==> config.mk <==
export PLATFORM = sky130hd
export DESIGN_NAME = sic_queue
export DESIGN_NICKNAME = d
export VERILOG_FILES = /design/src/hdl/sic_pkg.sv /design/src/hdl/sic_queue.sv
export SDC_FILE = /design/constraint.sdc
export NUM_CORES = 1
export LEC_CHECK = 0
export BUFFER_PORTS_ARGS = -buffer_cell sky130_fd_sc_hd__buf_2
export CORE_MARGIN = 8
export CORE_UTILIZATION = 30
export CTS_BUF_LIST = sky130_fd_sc_hd__clkbuf_8
export DETAILED_ROUTE_END_ITERATION = 8
export HOLD_SLACK_MARGIN = 0.02
export PLACE_DENSITY = 0.55
export RECOVER_POWER = 25
export SYNTH_ARGS = -nofsm -noshare
export SYNTH_HDL_FRONTEND = slang
export SYNTH_SLANG_ARGS = --single-unit
==> constraint.sdc <==
create_clock -name aclk -period 6 [get_ports aclk]
set_input_delay 1.5 -clock aclk [delete_from_list [all_inputs] [get_ports aclk]]
set_output_delay 1.5 -clock aclk [all_outputs]
set_load 0.005 [all_outputs]
==> src/hdl/sic_pkg.sv <==
`timescale 1ns / 1ps
// ----------------------------------------------------------------------------
// sic_pkg
// Shared types and widths for the sparse id compactor.
// ----------------------------------------------------------------------------
package sic_pkg;

    localparam int KEY_W = 64;
    localparam int SEG_W = 32;
    localparam int VOC_W = 63;
    localparam int IDX_W = 12;
    localparam int POS_W = 16;

    typedef struct packed {
        logic             batch_start;
        logic             begins;
        logic [POS_W-1:0] pos;
        logic [KEY_W-1:0] key;
    } front_item_t;

endpackage

==> src/hdl/sic_queue.sv <==
`timescale 1ns / 1ps
// ----------------------------------------------------------------------------
// sic_queue
// Two-entry queue between the front and back parts.
// ----------------------------------------------------------------------------
module sic_queue (
    input  logic                 aclk,
    input  logic                 aresetn,
    input  logic                 wr_valid,
    output logic                 wr_ready,
    input  sic_pkg::front_item_t wr_item,
    output logic                 rd_valid,
    input  logic                 rd_ready,
    output sic_pkg::front_item_t rd_item
);
    sic_pkg::front_item_t mem_reg [2];
    logic       wp_reg, rp_reg;
    logic [1:0] cnt_reg;
    logic       wr, rd;

    assign wr_ready = (cnt_reg != 2'd2);
    assign rd_valid = (cnt_reg != 2'd0);
    assign rd_item  = mem_reg[rp_reg];
    assign wr = wr_valid && wr_ready;
    assign rd = rd_valid && rd_ready;

    always_ff @(posedge aclk) begin
        if (wr) mem_reg[wp_reg] <= wr_item;
    end

    always_ff @(posedge aclk) begin
        if (!aresetn) begin
            wp_reg  <= 1'b0;
            rp_reg  <= 1'b0;
            cnt_reg <= 2'd0;
        end else begin
            if (wr) wp_reg <= ~wp_reg;
            if (rd) rp_reg <= ~rp_reg;
            cnt_reg <= cnt_reg + {1'b0, wr} - {1'b0, rd};
        end
    end
endmodule

==> impl_metrics.csv <==
group,metric,value,unit
critical_path,r2r_start,"cnt_reg[0]$_SDFF_PN0_",
synthesis,synth_area,0.00655,mm^2
synthesis,synth_top_cell_by_area,"edfxtp_1",
clock_tree,cts_tree,"yes",
clock_tree,cts_root_buf,"clkbuf_8",
synthesis,yosysWarnings,0,
critical_path,start_kind,"flip-flop",
critical_path,path_class,"flip-flop to primary output",
place,place_inst,723,
synthesis,netlist_top_cells_count,"164 x edfxtp_1, 80 x mux2_4, 8 x buf_12",
sta,fin_tns_setup,0,ns
finish,nFillCells,2069,
power,cellLeakagePower,0.00305,uW
grt,grt_pass1_wl,19.3,mm
grt,antenna_found_initial,1,
sta,setup_slack,2.33,ns
sta,fmax,272,MHz
critical_path,timing.rr.end,"mem_reg[1][4]$_DFFE_PP_",
drt,wirelength,12.8,mm
sta,hold_violations,0,
synthesis,synth-edff-count,164,
clock_tree,clkLatencyLatePin,0.43,ns
hold_path,hold_class,"flip-flop to flip-flop",
critical_path,r2r_cells,2,
synthesis,synth_most_common_cell,"edfxtp_1",
status,status,"finished clean",
finish,instances_no_fill,755,
clock_tree,path_clk_slew,0.09,ns
synthesis,avgSynthCellArea,23.5,um^2
power,max-vdd-ir-drop,151,uV
place,dp_hpwl,8.76,mm
synthesis,synth_ff_type,"edfxtp_1",
sta,slew_headroom,22.1,%
clock_tree,hold_buffers,0,
drt,drc,0,
hold_path,min_delay_worst_endpoint,"wp_reg$_SDFFE_PN0N_",
place,place_ws,2.75,ns
clock_tree,clockBufferDepth,2,
clock_tree,cts.sinks,169,
sta,tightest_slew,1.17,ns
clock_tree,postCtsSetupBuffers,0,
finish,drive_above_1_share,56.6,%
critical_path,end_kind,"primary output",
finish,multiInputGateArea,0.00137,mm^2
synthesis,synth_seq_cells,169,
drt,first_pass_iters,4,
drt,topRoutingLayerUsed,"met5",
sta,layout_min_cycle_time,3.67,ns
clock_tree,cts_buffers,17,
synthesis,ys_top_cells_by_area,"edfxtp_1 75%, mux2_4 18%, buf_12 2.4%, dfxtp_1 1.5%, xnor2_1 0.40%",
power,power.total,3150,uW
clock_tree,cts_resized,0,
sta,period_share,61.2,%
sta,final_max_slew_viol_count,0,
critical_path,cp_data_arrival_time,2.17,ns
grt,grt_pass1_vias,3519,
finish,seq_area,0.00503,mm^2
synthesis,synth_cell_types,18,
drt,final_antenna_net_count,0,
synthesis,synth-async-reset-ratio,0,%
synthesis,synth_cells,279,
floorplanning,core-area,0.0216,mm^2
critical_path,cp_max_fo,36,
clock_tree,htree_levels,4,
sta,whs,0.536,ns
hold_path,hold_depth,2,
flow_run,max_cap_viol_count,0,
finish,largest_reg_flops,164,
finish,nets,550,
floorplanning,die_x,164,um
grt,grt_overflow_total,0,
finish,syn2layout_area_growth,22.2,%
drt,wl_per_cell,17.0,um
grt,grt.total_usage,9.53,%
floorplanning,die_y,164,um
place,portBuffers,169,
hold_path,hold_start,"wp_reg$_SDFFE_PN0N_",
floorplanning,die_area,0.0268,mm^2
floorplanning,start_util,30.3,%
drt,drt-met1-wl,4.95,mm
place,gp_routability_congestion,0.657,
drt,dr.first_iter.drc_count,87,
drt,wl_met2,6.71,mm
critical_path,cp_data_required_time,4.50,ns
critical_path,regToRegSetupSlack,4.05,ns
synthesis,synthesis.nets,367,
sta,rsz0062_at_grt,"false",
sta,skew,0.0162,ns
drt,route.vias.total,3136,
synthesis,seq_area_frac_synth,76.7,%
finish,diodes,0,
sta,finalSetupViolations,0,
drt,dr_wl_met3,1.02,mm
drt,via_per_inst,4.15,
floorplanning,ios,170,
floorplanning,rows,54,
synthesis,synth.top_cell.area_share,75.1,%
grt,grt_max_degree,83,
power,power_density,393,mW/mm^2
[stage by stage]
step	cell area, um^2	util, %
after CTS	8040	37.2
after detailed placement	7620	35.3
after global routing	8010	37.0
after global placement	7620	35.3
after floorplan	6550	-
final	8010	37.0
[cells by family (layout without fill, tap and decap cells)]
family | count (synthesis) | count (layout) | share of synthesized area [%]
AO/OA/AOI/OAI | 1 | 1 | 0.115
XOR/XNOR | 3 | 3 | 0.401
adder cells (fa/ha/maj) | 2 | 2 | 0.382
buffers and inverters | 10 | 206 | 2.67
flip-flops | 169 | 169 | 76.7
multiplexers | 83 | 83 | 18.8
AND/OR/NAND/NOR | 11 | 11 | 0.935
[how the worst max path moves through the flow]
| stage | cells after the start | slack (ns) | startpoint | endpoint |
|---|---|---|---|---|
| global route | 3 | 2.18 | flip-flop | rd_item[14] |
| floorplan | 2 | 0.46 | wr_valid | mem_reg[0][0]$_DFFE_PP_ |
| finish | 3 | 2.33 | flip-flop | rd_item[11] |
| CTS | 3 | 2.22 | flip-flop | rd_item[11] |
| detailed placement | 3 | 2.75 | flip-flop | rd_item[11] |
| global placement | 3 | 2.77 | flip-flop | rd_item[11] |
[cells in the final DEF, fill, tap and decap left out, drive strengths merged]
cell type | Yosys | routed
ha | 2 | 2
nor2 | 1 | 1
clkinvlp | 0 | 3
or2 | 1 | 1
bufinv | 0 | 2
o21a | 1 | 1
nor2b | 2 | 2
buf | 9 | 151
xnor2 | 3 | 3
clkbuf | 0 | 42
inv | 1 | 5
clkinv | 0 | 3
and2 | 2 | 2
mux2i | 1 | 1
edfxtp | 164 | 164
dfxtp | 5 | 5
nand2 | 2 | 2
nand2b | 2 | 2
and3 | 1 | 1
mux2 | 82 | 82
[layer usage]
metal / up-vias / global-route usage [%]
li1: 1464 / -
met1: 1567 / 10.3
met2: 96 / 16.4
met3: 7 / 4.36
met4: 2 / 2.85
met5: - / 0
[layout make-up]
cell class | instances | area share [%]
clock buffer | 20 | 3.44
clock inverter | 12 | 1.70
inverter | 1 | 0.0469
multi-input combinational | 100 | 17.1
sequential | 169 | 62.8
tap | 280 | 4.37
timing repair buffer | 173 | 10.6
[critical path, cell delays in order, from the launching register on]
cell and delay [ns]:
dfxtp_4 0.57, buf_4 0.61, mux2_4 0.36, buf_2 0.13
[report_power, final]
part / switching [uW] / total [uW] / internal (uW)
combinational: 348 / 782 / 434
sequential: 61.5 / 1540 / 1480
clock: 416 / 824 / 408
(Power assumes the default switching activity.)
