`src/hdl/sic_pkg.sv`:
```
`timescale 1ns / 1ps
// ----------------------------------------------------------------------------
// sic_pkg
// Shared types and widths for the sparse id compactor.
// ----------------------------------------------------------------------------
package sic_pkg;

    localparam int KEY_W = 64;
    localparam int SEG_W = 32;
    localparam int VOC_W = 63;
    localparam int IDX_W = 12;
    localparam int POS_W = 16;

    typedef struct packed {
        logic             batch_start;
        logic             begins;
        logic [POS_W-1:0] pos;
        logic [KEY_W-1:0] key;
    } front_item_t;

endpackage

```
`src/hdl/sic_front.sv`:
```
`timescale 1ns / 1ps
// ----------------------------------------------------------------------------
// sic_front
// Accepts beats, tracks segment and position, reduces the key (unless vocab is zero) by a
// bit-serial restoring remainder, and pushes classified items to the queue.
// ----------------------------------------------------------------------------
module sic_front #(
    parameter int MAX_ITEMS = 65536,
    parameter int CNT_W     = 16
) (
    input  logic                         aclk,
    input  logic                         aresetn,
    input  logic [sic_pkg::VOC_W-1:0]    vocab,
    input  logic                         in_valid,
    output logic                         in_ready,
    input  logic                         in_batch_start,
    input  logic [sic_pkg::SEG_W-1:0]    in_segment,
    input  logic [sic_pkg::KEY_W-1:0]    in_key,
    output logic                         push,
    output sic_pkg::front_item_t         push_item,
    input  logic                         push_ready
);
    typedef enum logic [2:0] {
        F_IDLE = 3'b001,
        F_DIV  = 3'b010,
        F_PUSH = 3'b100
    } fstate_t;

    localparam logic [CNT_W-1:0] POS_MAX = CNT_W'(MAX_ITEMS - 1);

    fstate_t state_reg, state_next;
    logic [sic_pkg::SEG_W-1:0] seg_reg;
    logic [CNT_W-1:0]          pos_reg;
    logic [sic_pkg::KEY_W-1:0] mag_reg;
    logic [sic_pkg::KEY_W:0]   rem_reg;
    logic [6:0]                bit_reg;
    logic                      neg_reg;
    sic_pkg::front_item_t      item_reg;

    logic [sic_pkg::KEY_W:0]   trial;
    logic [sic_pkg::KEY_W:0]   shifted;

    assign in_ready  = (state_reg == F_IDLE);
    assign push      = (state_reg == F_PUSH);
    assign push_item = item_reg;

    assign shifted = {rem_reg[sic_pkg::KEY_W-1:0], mag_reg[bit_reg[5:0]]};
    assign trial   = shifted - {2'b00, vocab};

    always_comb begin
        state_next = state_reg;
        case (state_reg)
            F_IDLE: if (in_valid) state_next = (vocab == '0) ? F_PUSH : F_DIV;
            F_DIV:  if (bit_reg == 7'd0) state_next = F_PUSH;
            F_PUSH: if (push_ready) state_next = F_IDLE;
            default: state_next = F_IDLE;
        endcase
    end

    always_ff @(posedge aclk) begin
        if (!aresetn) begin
            state_reg <= F_IDLE;
            seg_reg   <= '1;
            pos_reg   <= '0;
        end else begin
            state_reg <= state_next;
            if (state_reg == F_IDLE && in_valid) begin
                logic [CNT_W-1:0] p;
                logic [sic_pkg::SEG_W-1:0] s;
                p = in_batch_start ? '0 : pos_reg;
                s = in_batch_start ? '1 : seg_reg;
                item_reg.batch_start <= in_batch_start;
                item_reg.begins      <= (in_segment != s);
                item_reg.pos         <= sic_pkg::POS_W'(p);
                item_reg.key         <= in_key;
                seg_reg <= in_segment;
                pos_reg <= (p < POS_MAX) ? p + 1'b1 : p;
                neg_reg <= in_key[sic_pkg::KEY_W-1];
                mag_reg <= in_key[sic_pkg::KEY_W-1] ? (~in_key + 1'b1) : in_key;
                rem_reg <= '0;
                bit_reg <= 7'd63;
            end else if (state_reg == F_DIV) begin
                logic [sic_pkg::KEY_W:0] r;
                r = trial[sic_pkg::KEY_W] ? shifted : trial;
                rem_reg <= r;
                bit_reg <= bit_reg - 1'b1;
                if (bit_reg == 7'd0)
                    item_reg.key <= neg_reg ? (~r[sic_pkg::KEY_W-1:0] + 1'b1)
                                            : r[sic_pkg::KEY_W-1:0];
            end
        end
    end
endmodule

```
`config.mk`:
```
export PLATFORM = sky130hd
export DESIGN_NAME = sic_front
export DESIGN_NICKNAME = d
export VERILOG_FILES = /design/src/hdl/sic_pkg.sv /design/src/hdl/sic_front.sv
export SDC_FILE = /design/constraint.sdc
export NUM_CORES = 1
export LEC_CHECK = 0
export BUFFER_PORTS_ARGS = -buffer_cell sky130_fd_sc_hd__buf_4
export CAP_MARGIN = 20
export CORE_AREA = 2 2 205 207
export DETAILED_ROUTE_END_ITERATION = 16
export DIE_AREA = 0 0 207 209
export PLACE_DENSITY = 0.7
export SETUP_SLACK_MARGIN = 0.1
export SYNTH_ARGS = -nofsm -noshare
export SYNTH_HDL_FRONTEND = slang
export SYNTH_SLANG_ARGS = --single-unit
```
`constraint.sdc`:
```
create_clock -name aclk -period 25.7 [get_ports aclk]
set_clock_uncertainty 0.2 [all_clocks]
set_input_delay 2.57 -clock aclk [delete_from_list [all_inputs] [get_ports aclk]]
set_output_delay 2.57 -clock aclk [all_outputs]
set_load 0.1 [all_outputs]
```
==> results of run 1 <==
## report_power, final
part	switching [W]	total (W)	internal [W]
clock	0.000174	0.000406	0.000233
combinational	0.000356	0.000539	0.000184
sequential	0.0000242	0.000540	0.000516
total	0.000553	0.00149	0.000933
## layer usage
layer / global-route usage / vias up / wire length [um]
li1: - / 8921 / -
met4: 0.1044 / 0 / 2498
met1: 0.3895 / 9188 / 27540
met2: 0.5356 / 781 / 33920
met5: 0 / - / 0
met3: 0.03877 / 123 / 4614
## worst paths after layout
path	from	end	depth (start not counted)
min	seg_reg[9]$_SDFFE_PN1P_	seg_reg[9]$_SDFFE_PN1P_	2
max reg2reg	bit_reg[0]$_SDFFCE_PP1P_	push_item[58]$_DFFE_PP_	26
max	bit_reg[0]$_SDFFCE_PP1P_	push_item[58]$_DFFE_PP_	26
min reg2reg	seg_reg[9]$_SDFFE_PN1P_	seg_reg[9]$_SDFFE_PN1P_	2
## worst register-to-register path, cell delays in order, from the launching register on
cell and delay [ns]:
edfxtp_1 0.65, buf_4 0.38, mux4_2 0.55, mux4_2 0.47, inv_1 0.09, mux4_2 0.33
ha_1 0.19, inv_1 0.06, fa_1 0.43, a211oi_1 0.33, o211ai_2 0.23, nand3_1 0.14
a311o_1 0.28, a31o_4 0.25, o32a_1 0.70, nand2_2 0.21, mux2i_1 0.32, ha_1 0.37
nand2_1 0.11, nor3_1 0.35, o211a_1 0.23, a31o_2 0.15, nor4b_2 0.73, nand4_2 0.31
o21ai_2 0.25, o21ai_1 0.10, a221o_1 0.33
## stage by stage
step / cells / instance area, sq um
4_1_cts: 3042 / 23420
2_1_floorplan: 2317 / 20380
5_1_grt: 3043 / 23420
3_5_place_dp: 2993 / 22530
6_report: 3043 / 23420
3_3_place_gp: 2993 / 22530
## cells in the final DEF (no fill, tap or decap), types with 27 or more instances in the layout
cell type and n:
buf_4 264, nand2_1 254, edfxtp_1 218, nor2_1 208, a21oi_1 187, o21ai_0 136
xnor2_1 130, inv_1 95, ha_1 68, nand3_1 63, nor3_1 60, mux2i_1 52
dfxtp_1 51, nand4_1 49, nor4_1 49, xor2_1 49, a21o_1 47, or3_1 40
o31ai_1 32, nor2b_1 27, clkbuf_16 27
## kinds of logic (layout without fill, tap and decap cells)
kind of cell | Yosys count | count (layout) | share of synthesized area
adders and majority gates | 69 | 69 | 0.04274
and+or+nand+nor | 892 | 892 | 0.2189
buffers and inverters | 222 | 409 | 0.04360
xor gates and xnor gates | 179 | 179 | 0.07694
muxes | 74 | 74 | 0.04876
AOI/OAI and AO/OA | 612 | 612 | 0.1977
DFF | 269 | 269 | 0.3714
## area by class of cell
class                   instances  area [sq um]  area share
clock buffers                  36         740.7     0.03163
clock inverters                13         145.1    0.006197
repair buffers                265          1987     0.08483
well taps                     539         674.4     0.02879
multi-input cells            1826         11950      0.5102
flip-flops and latches        269          7567      0.3231
inverters                      95         356.6     0.01523
==> flow_summary.yaml, run 1 <==
route:
  vias_per_cell: 6.248
  drc: 0
  wl_per_cell_um: 22.54
  dr_total_vias: 19013
  dr.pass1.iters: 5
  initialDrtViolationCount: 1799
  wl_um: 68580
  detail-route-antenna-nets: 0
finish:
  fill_cells: 3783
  fin_nets: 2717
  largest_reg_flops: 82
  antenna_cells: 0
  post-route-util: 0.5672
  drive_above_1_share: 0.1530
  area_growth_syn_to_layout_pct: 14.95
logic_synthesis:
  ys_warn_count: 0
  async_flop_share: 0
  yosysMostFrequentCell: "nand2_1"
  syn_area_per_cell_sq_um: 8.794
  syn_nets: 2550
  synth-edff-count: 218
  synth_common_cells: "nand2_1 (254), edfxtp_1 (218), nor2_1 (208), a21oi_1 (187), o21ai_0 (136)"
  netlist_instances: 2317
  synthFlopType: "edfxtp_1"
  synth_top_area_share: 0.3213
  synthTopCellsByArea: "edfxtp_1 (32%), xnor2_1 (5.6%), dfxtp_1 (5.0%)"
  ys_types: 100
  synth_largest_area_cell: "edfxtp_1"
  netlist_area_sq_um: 20380
  seq_area_frac_synth: 0.3714
  ys_ff_latch: 269
placement:
  dp_hpwl_um: 53780
  io_buffers: 247
  post-place-ws_ns: 16.62
  routabilityCongestion: 0.9536
global_routing:
  grt.total_usage: 0.3057
  grt.overflow.total: 0
  grt_max_degree: 93
  antenna_found_initial: 0
  grt_pass1_wl_um: 104500
  first_global_vias: 18264
critical_path:
  crit_required_ns: 25.80
  setup.worst_path.start_class: "register"
  arrival_ns: 9.08
  crit_path_end_kind: "register"
  path_buf_inv: 3
  crit_fanout: 16
  r2r_slack_ns: 16.72
  critPathTopFamily: "compound AO/OA/AOI/OAI gates"
  path_class: "reg -> reg"
  slowest_stage: "nor4b_2"
  cpPeakStageDelay_ns: 0.73
  path_common_cell: "mux4_2"
sta:
  fin_setup_tns_ns: 0
  final_max_slew_viol_count: 0
  rsz0062_at_grt: "false"
  setup_slack_ns: 16.72
  setup_viol: 0
  fin_hold_ws_ns: 0.2860
  hold_viol: 0
  layout_min_cycle_time_ns: 8.983
  slew_headroom: 0.2980
  worst_pin_slew_ns: 1.050
  fmax_mhz: 111.3
  fin_crit_sh: 0.3495
clock_tree:
  cts_resized: 0
  clk_pin_slew_ns: 0.07
  hold_buffers: 0
  clk-insertion-delay-late_ns: 0.55
  post_cts_buffers: 0
  cts_made_buffers: 27
  cts_sinks: 269
  cts.htree.levels: 1
  cts_tree: "done"
  ctsLongestPathBuffers: 3
  cts-root-buf: "clkbuf_16"
power:
  power-per-cell-area_nw_per_um2: 63.45
  leakagePower_nw: 9.051
  peakVddDrop_uv: 48.05
  p_total_w: 0.001486
die:
  placementRows: 75
  die-area_sq_um: 43260
  die_x_um: 207
  die_y_um: 209
  coreArea_sq_um: 41290
  start_util: 0.4935
  num_io_pins: 248
worst_hold_path:
  worstHoldPathType: "reg -> reg"
run_status:
  outcome: "finished, final reports clean"
job:
  drv_cap: 0
Power figures use the tool's default switching activity.
==> run 2: changes to the inputs <==
clock period = 8.7 ns   (was 25.7 ns; I/O delays follow)
==> run 2 against run 1 <==
Non-clock buffer count unchanged. Final area up 0.18%. Utilization up 0.10 points. Via count up 1.2%. Worst setup slack worse by 16 ns. Flip-flop and latch count unchanged. Sequential share of layout area down 0.059 points. Final cell count unchanged. Critical path depth up 1. Combinational power rose to 2.9 times the previous value. Register-to-register slack worse by 16 ns. Critical endpoint unchanged.
==> flow_summary.yaml, run 2 (synthesized netlist as in run 1, its figures left out) <==
run_status:
  outcome: "finished, final reports clean"
power:
  peakVddDrop_uv: 150.0
  p_switching_w: 0.001635
  p_comb_frac: 0.362
  p_sw_frac: 0.3719
  seqPwrFrac: 0.364
  leakagePower_nw: 9.063
  pwr-share-clk: 0.273
  p_total_w: 0.004397
  intPower_w: 0.002762
  power-per-cell-area_nw_per_um2: 187.4
global_routing:
  grt.overflow.total: 0
  antenna_found_initial: 0
  first_global_vias: 18328
  grt_max_degree: 89
  grt.total_usage: 0.3114
  grt_pass1_wl_um: 106700
worst_hold_path:
  min_from: "seg_reg[1]$_SDFFE_PN1P_"
  worstHoldPathType: "reg -> reg"
  whs_endpoint: "seg_reg[1]$_SDFFE_PN1P_"
  hold-path-cell-count: 2
route:
  vias_per_cell: 6.322
  dr.pass1.iters: 6
  detail-route-antenna-nets: 0
  dr_total_vias: 19237
  drc: 0
  wl_um: 69460
  initialDrtViolationCount: 1622
  wl_per_cell_um: 22.82
critical_path:
  setup.worst_path.start_class: "register"
  crit_path_end_kind: "register"
  ff2ff_path_depth: 27
  reg2reg_from: "bit_reg[0]$_SDFFCE_PP1P_"
  r2r_end: "push_item[58]$_DFFE_PP_"
  slowest_stage: "o311ai_4"
  arrival_ns: 8.16
  cpPeakStageDelay_ns: 0.67
  r2r_slack_ns: 0.63
  crit_required_ns: 8.79
  path_class: "reg -> reg"
  crit_fanout: 16
sta:
  fin_setup_tns_ns: 0
  slew_headroom: 0.2768
  final_max_slew_viol_count: 0
  layout_min_cycle_time_ns: 8.074
  hold_viol: 0
  fmax_mhz: 123.9
  worst_pin_slew_ns: 1.078
  setup_viol: 0
  fin_crit_sh: 0.9280
  rsz0062_at_grt: "false"
  fin_hold_ws_ns: 0.2894
clock_tree:
  post_cts_buffers: 0
  cts-root-buf: "clkbuf_16"
  cts.htree.levels: 1
  cts_tree: "done"
  clk-insertion-delay-late_ns: 0.55
  hold_buffers: 0
  clk_pin_slew_ns: 0.07
  ctsLongestPathBuffers: 3
  cts_made_buffers: 27
  cts_sinks: 269
die:
  die_x_um: 207
  die-area_sq_um: 43260
  start_util: 0.4935
  num_io_pins: 248
  coreArea_sq_um: 41290
  die_y_um: 209
  placementRows: 75
placement:
  placed_cells_incl_taps: 2991
  dp_hpwl_um: 54110
  io_buffers: 247
  routabilityCongestion: 0.9634
finish:
  drive_above_1_share: 0.1530
  area_growth_syn_to_layout_pct: 15.16
  final_common_cell: "buf_4"
  fin_nets: 2717
  largest_reg_flops: 82
  layout_common_cells: "buf_4 (262), nand2_1 (254), edfxtp_1 (218)"
  antenna_cells: 0
  final_cell_count_no_fill: 3043
job:
  drv_cap: 0
run 2: how the worst max path moves through the flow:
| stage | cells after the start | end | startpoint |
|---|---|---|---|
| floorplan | 32 | push_item[58]$_DFFE_PP_ | bit_reg[2]$_SDFFCE_PP1P_ |
| global placement | 26 | push_item[58]$_DFFE_PP_ | bit_reg[0]$_SDFFCE_PP1P_ |
| detailed placement | 26 | push_item[58]$_DFFE_PP_ | bit_reg[0]$_SDFFCE_PP1P_ |
| CTS | 26 | push_item[58]$_DFFE_PP_ | bit_reg[0]$_SDFFCE_PP1P_ |
| global route | 27 | push_item[58]$_DFFE_PP_ | bit_reg[0]$_SDFFCE_PP1P_ |
| finish | 27 | push_item[58]$_DFFE_PP_ | bit_reg[0]$_SDFFCE_PP1P_ |
run 2: layout make-up:
type / count / area [sq um]
Sequential cell: 269 / 7567
Clock buffer: 37 / 784.5
Multi-Input combinational cell: 1826 / 11960
Tap cell: 539 / 674.4
Clock inverter: 12 / 110.1
Inverter: 95 / 356.6
Timing Repair Buffer: 265 / 2014
Fill cell: 3795 / 17830
run 2: routing by layer:
metal / up-vias / global-route usage / part of all wire / wire length (um)
met3: 137 / 0.03907 / 0.076 / 5311
met1: 9294 / 0.4057 / 0.40 / 27720
met2: 883 / 0.5337 / 0.49 / 33740
met5: - / 0 / 0 / 0
li1: 8923 / - / - / -
met4: 0 / 0.1096 / 0.039 / 2692
run 2: stage by stage:
stage          setup slack [ns]  area (sq um)  utilization
3_5_place_dp             0.5744         22520       0.5455
4_1_cts                  0.4382         23420       0.5671
2_1_floorplan             1.164         20380            -
3_3_place_gp             0.8622         22520       0.5455
6_report                 0.6261         23460       0.5683
5_1_grt                  0.1310         23460       0.5683
run 2: what timing repair did:
action / in CTS / in global routing
gates resized for setup: 0 / 0
endpoints found under the hold margin: 0 / 0
endpoints found under the setup margin: 0 / 1
run 2: critical path: cells and delay by family, from the launching register on:
family	cells	cell delay [ns]
muxes	5	1.53
and+or+nand+nor	6	1.17
AOI/OAI and AO/OA	10	2.92
DFF	1	0.63
adders and majority gates	3	0.81
buffers and inverters	3	0.53
run 2: power groups by stage:
stage	Sequential, W	Clock, W	Combinational (W)
2_1_floorplan	0.00169	0	0.00102
3_3_place_gp	0.00163	0	0.00154
3_5_place_dp	0.00163	0	0.00156
4_1_cts	0.00160	0.00121	0.00157
5_1_grt	0.00161	0.00125	0.00172
6_report	0.00160	0.00120	0.00159
